### src/hw/rtl/sbdc_pkg.sv
// Shared types and constants of the sector buffered disk controller.
package sbdc_pkg;

    localparam int unsigned BYTE_W     = 8;
    localparam int unsigned ADDR_W     = 3;
    localparam int unsigned SIZE_W     = 4;
    localparam int unsigned SECTOR_W   = 16;
    localparam int unsigned CFG_IDX_W  = 1;
    localparam int unsigned CFG_DATA_W = 7;

    // Access kinds carried with each request beat.
    localparam logic FUNC_READ  = 1'b0;
    localparam logic FUNC_WRITE = 1'b1;

    // Only single-byte accesses are honoured.
    localparam logic [SIZE_W-1:0] SIZE_BYTE = 4'd1;

    // Values written to the command register.
    localparam logic [BYTE_W-1:0] CMD_READ  = 8'h01;
    localparam logic [BYTE_W-1:0] CMD_WRITE = 8'h02;

    // Value returned for unreadable registers and wide accesses.
    localparam logic [BYTE_W-1:0] RD_INVALID = 8'hff;

    // Reset values of the configuration registers.
    localparam logic                  MEDIA_PRESENT_RST = 1'b1;
    localparam logic [CFG_DATA_W-1:0] MEDIA_SECTORS_RST = 7'd64;

    typedef enum logic [ADDR_W-1:0] {
        RA_COMMAND = 3'd0,
        RA_STATUS  = 3'd1,
        RA_SEC_LO  = 3'd2,
        RA_SEC_HI  = 3'd3,
        RA_DATA    = 3'd4,
        RA_ERROR   = 3'd5
    } reg_addr_t;

    typedef enum logic [1:0] {
        ST_IDLE  = 2'd0,
        ST_BUSY  = 2'd1,
        ST_READY = 2'd2,
        ST_ERROR = 2'd3
    } status_t;

    typedef enum logic [2:0] {
        ER_NONE     = 3'd0,
        ER_NO_MEDIA = 3'd1,
        ER_RANGE    = 3'd2,
        ER_IO       = 3'd3,
        ER_SHORT    = 3'd4
    } error_t;

    typedef enum logic [CFG_IDX_W-1:0] {
        CFG_MEDIA_PRESENT = 1'b0,
        CFG_MEDIA_SECTORS = 1'b1
    } cfg_idx_t;

endpackage

### src/hw/rtl/sbdc_ram.sv
// Byte-wide simple dual-port memory with one write port and a registered read port.
module sbdc_ram #(
    parameter int unsigned DEPTH = 512,
    parameter int unsigned AW    = $clog2(DEPTH)
) (
    input  logic                       clk,
    input  logic                       we,
    input  logic [AW-1:0]              waddr,
    input  logic [sbdc_pkg::BYTE_W-1:0] wdata,
    input  logic [AW-1:0]              raddr,
    output logic [sbdc_pkg::BYTE_W-1:0] rdata
);

    logic [sbdc_pkg::BYTE_W-1:0] mem [DEPTH];

    always_ff @(posedge clk)
    begin
        if (we)
        begin
            mem[waddr] <= wdata;
        end
        rdata <= mem[raddr];
    end

endmodule

### config.mk
export PLATFORM = sky130hd
export DESIGN_NAME = sbdc_ram
export DESIGN_NICKNAME = d
export VERILOG_FILES = /design/src/hw/rtl/sbdc_pkg.sv /design/src/hw/rtl/sbdc_ram.sv
export SDC_FILE = /design/constraint.sdc
export NUM_CORES = 2
export LEC_CHECK = 0
export ABC_AREA = 1
export BUFFER_PORTS_ARGS = -buffer_cell sky130_fd_sc_hd__buf_2
export CAP_MARGIN = 10
export CORE_ASPECT_RATIO = 1.25
export CORE_MARGIN = 5
export CORE_UTILIZATION = 25
export DETAILED_ROUTE_END_ITERATION = 10
export PLACE_DENSITY = 0.38
export SLEW_MARGIN = 20
export SYNTH_ARGS = -nofsm -noshare
export SYNTH_HDL_FRONTEND = slang
export SYNTH_SLANG_ARGS = --single-unit
### constraint.sdc
create_clock -name clk -period 1.5 [get_ports clk]
set_input_delay 0 -clock clk [delete_from_list [all_inputs] [get_ports clk]]
set_output_delay 0 -clock clk [all_outputs]
set_load 0.01 [all_outputs]
==> results_dict.tcl <==
set metrics [dict create \
    worst_setup_path_start_kind "flop" \
    synthCells 13900 \
    cts_buffers 431 \
    rsz0062_at_grt "yes" \
    start_util 0.251 \
    rrSetupSlack_ns -0.26 \
    status "finished with violations" \
    yosysTopAreaCellShare 0.738 \
    rr_startpoint "mem[440][6]" \
    cap_violations 0 \
    setup_violations 16 \
    critPathBufInv 1 \
    grt_usage 0.171 \
    synth_common_cells "nand2_1 (4160), edfxtp_1 (4096), nand3_1 (4080), buf_2 (517), nor2_1 (514)" \
    setup_ws_ns -0.257 \
    area_growth_syn_to_layout_pct 26.6 \
    tightest_slew_ns 0.941 \
    syn_area_um2 167000 \
    leakagePower_nw 74.7 \
    cts_sinks 4104 \
    end_kind "flop" \
    r2r_end "rdata[6]" \
    relSlewSlack 0.370 \
    rr_worst_depth 11 \
    arrival_ns 2.66 \
    timing_worst_setup_path_type "reg2reg" \
    n_fill_cell 66800 \
    drt-pass1-iter-count 5 \
    clk_path_buf_depth 4 \
    peakVddDrop_uv 937 \
    power.share.switching 0.240 \
    wirelength_um 601000 \
    p_sw_mw 60.6 \
    route.detailed.drc 0 \
    avgSynthCellArea_um2 12.0 \
    ys_async_sr_fraction 0 \
    yosysSeqAreaShare 0.739 \
    core_um2 665000 \
    synth_edf_count 4096 \
    hold_path.class "in2reg" \
    grt_max_degree 102 \
    rows 335 \
    clkPwrFrac 0.418 \
    internal-power_mw 192 \
    post-route-period-util 1.17 \
    min_period_ns 1.76 \
    slew_viol_final 0 \
    yosysWarnings 0 \
    synth_area_leaders "edfxtp_1 (74%), nand3_1 (12%), nand2_1 (9.4%)" \
    critical_path_peak_fanout 1 \
    grt_pass1_vias 113000 \
    final_util 0.317 \
    cts_tree "yes" \
    overflow 0 \
    syn-num-nets 13900 \
    path_cells "nand2_1, nand3_1, nand3_1, nand3_2, nand3_2, nand3_2, nand3_4, nand3_2, buf_8, nand3_1, nand2_1" \
    whs_path_depth 8 \
    die_area_um2 683000 \
    drive_gt1_frac 0.214 \
    critical_path.most_common_cell "nand3_2" \
    antenna_left 0 \
    power_frac_comb 0.081 \
    root_buffer "clkbuf_16" \
    slowest_stage "edfxtp_1" \
    via_per_inst 4.59 \
    gp_congestion 0.799 \
    die_h_um 923 \
    fin_nets 15200 \
    wl_per_cell_um 24.7 \
    fin_cells 24300 \
    die_w_um 740 \
    vias 111000 \
    drtIter0Drc 7971 \
    clk-insertion-delay-late_ns 1.04 \
    yosysTopAreaCell "edfxtp_1" \
    critPathMaxStageDelay_ns 0.37 \
    grt_pass1_wl_um 857000 \
    hold_end "mem[218][0]" \
    critical-path-top-delay-family "simple AND/OR/NAND/NOR gates" \
    max_freq_mhz 569 \
    antenna_found_initial 34 \
    ys_seq_elements 4104 \
    synth_top_flop_cell "edfxtp_1" \
    numPortBuffers 35 \
    hold_violations 0 \
    yosysMostFrequentCell "nand2_1" \
    violations "negative setup slack" \
    finClkSkew_ns 0.0865 \
    hp-start "waddr[2]" \
    io_pins 36 \
    cts.reportedPaths.clkPinSlew_ns 0.06 \
    dp_hpwl_um 398000 \
    synth_cell_type_count 16 \
    htree_num_levels 5 \
    cp.required_ns 2.40 \
    p_per_area_nw_per_um2 1200 \
    dp.cells 23500 \
    seqPwrFrac 0.501 \
]
[final cells by class]
cell class	instances	area (µm²)	area share
Inverter	39	204	0.000966
Clock buffer	538	11400	0.0540
Antenna cell	7	17.5	0.0000830
Multi-Input combinational cell	8765	44000	0.208
Tap cell	8762	11000	0.0519
Clock inverter	257	2120	0.0100
Sequential cell	4104	123000	0.583
Timing Repair Buffer	1814	19300	0.0912
[kinds of logic after synthesis]
family	Yosys count	synth area share
buffers and inverters	1022	0.0333
DFF	4104	0.739
and+or+nand+nor	8765	0.228
[power groups by stage]
stage                     logic, mW  registers, mW  clock network [mW]
after global placement         19.1            129                   0
after floorplan                7.81            129                   0
after global routing           21.9            126                 113
after CTS                      20.3            126                 109
final                          20.4            126                 105
after detailed placement       19.1            129                   0
[flip-flops by register name, indices dropped and copies added, names as in the netlist]
| register | count |
|---|---|
| mem | 4096 |
| rdata | 8 |
[worst register-to-register path, cell delays in order (launching register included)]
cell	delay, ns
edfxtp_1	0.37
nand2_1	0.08
nand3_1	0.09
nand3_1	0.11
nand3_2	0.17
nand3_2	0.13
nand3_2	0.10
nand3_4	0.14
nand3_2	0.11
buf_8	0.17
nand3_1	0.11
nand2_1	0.06
[per-stage QoR]
stage,setup TNS [ns],cell area (µm²),power (mW),worst slack [ns],hold WS [ns]
final,-2.81,211000,252,-0.257,0.0441
after detailed placement,-1465.03,192000,148,-1.73,0.373
after floorplan,-63.51,167000,137,-0.0910,0.0989
after CTS,-23.44,209000,255,-0.309,0.00166
after global placement,-1412.94,192000,148,-1.74,0.368
after global routing,-3.83,211000,261,-0.305,0.0405
[worst max path at each step]
stage / start / end / slack (ns) / cells past startpoint
2_1_floorplan: waddr[4] / mem[213][0] / -0.09 / 7
3_3_place_gp: raddr[0] / rdata[2] / -1.74 / 16
3_5_place_dp: raddr[0] / rdata[2] / -1.73 / 16
4_1_cts: rdata[2] / rdata[2] / -0.31 / 1
5_1_grt: mem[210][5] / rdata[5] / -0.31 / 13
6_report: mem[440][6] / rdata[6] / -0.26 / 11
[what timing repair did]
item / in CTS / in global routing
setup endpoints to repair: 16 / 360
hold buffers: 27 / 0
hold endpoints to repair: 5609 / 0
pin swaps: 134 / 233
gates resized for setup: 678 / 461
setup buffers: 0 / 1
[metal layers]
layer	up-vias	GRT usage	wire length (µm)	share of wire
met5	-	0	13	0.000022
li1	52100	-	-	-
met3	708	0.0144	18700	0.031
met2	2022	0.306	306000	0.51
met1	56600	0.219	257000	0.43
met4	2	0.0478	18900	0.031
[layout by cell type, fill, tap and decap left out, types with 10 or more instances in the layout]
cell           count
nand2_1         4134
nor2_1           489
nor3_1            10
clkbuf_16        440
bufinv_16         30
clkinv_1          99
nor2_2            24
nand2_4           13
nand2_2           11
buf_4           1304
dlygate4sd3_1     25
nand3_2          668
buf_12           431
nand3_4          192
edfxtp_1        4096
clkinv_2          99
buf_8             16
inv_1             31
buf_2             13
nand3_1         3220
buf_6             23
clkbuf_1          95
(Power assumes the default switching activity.)
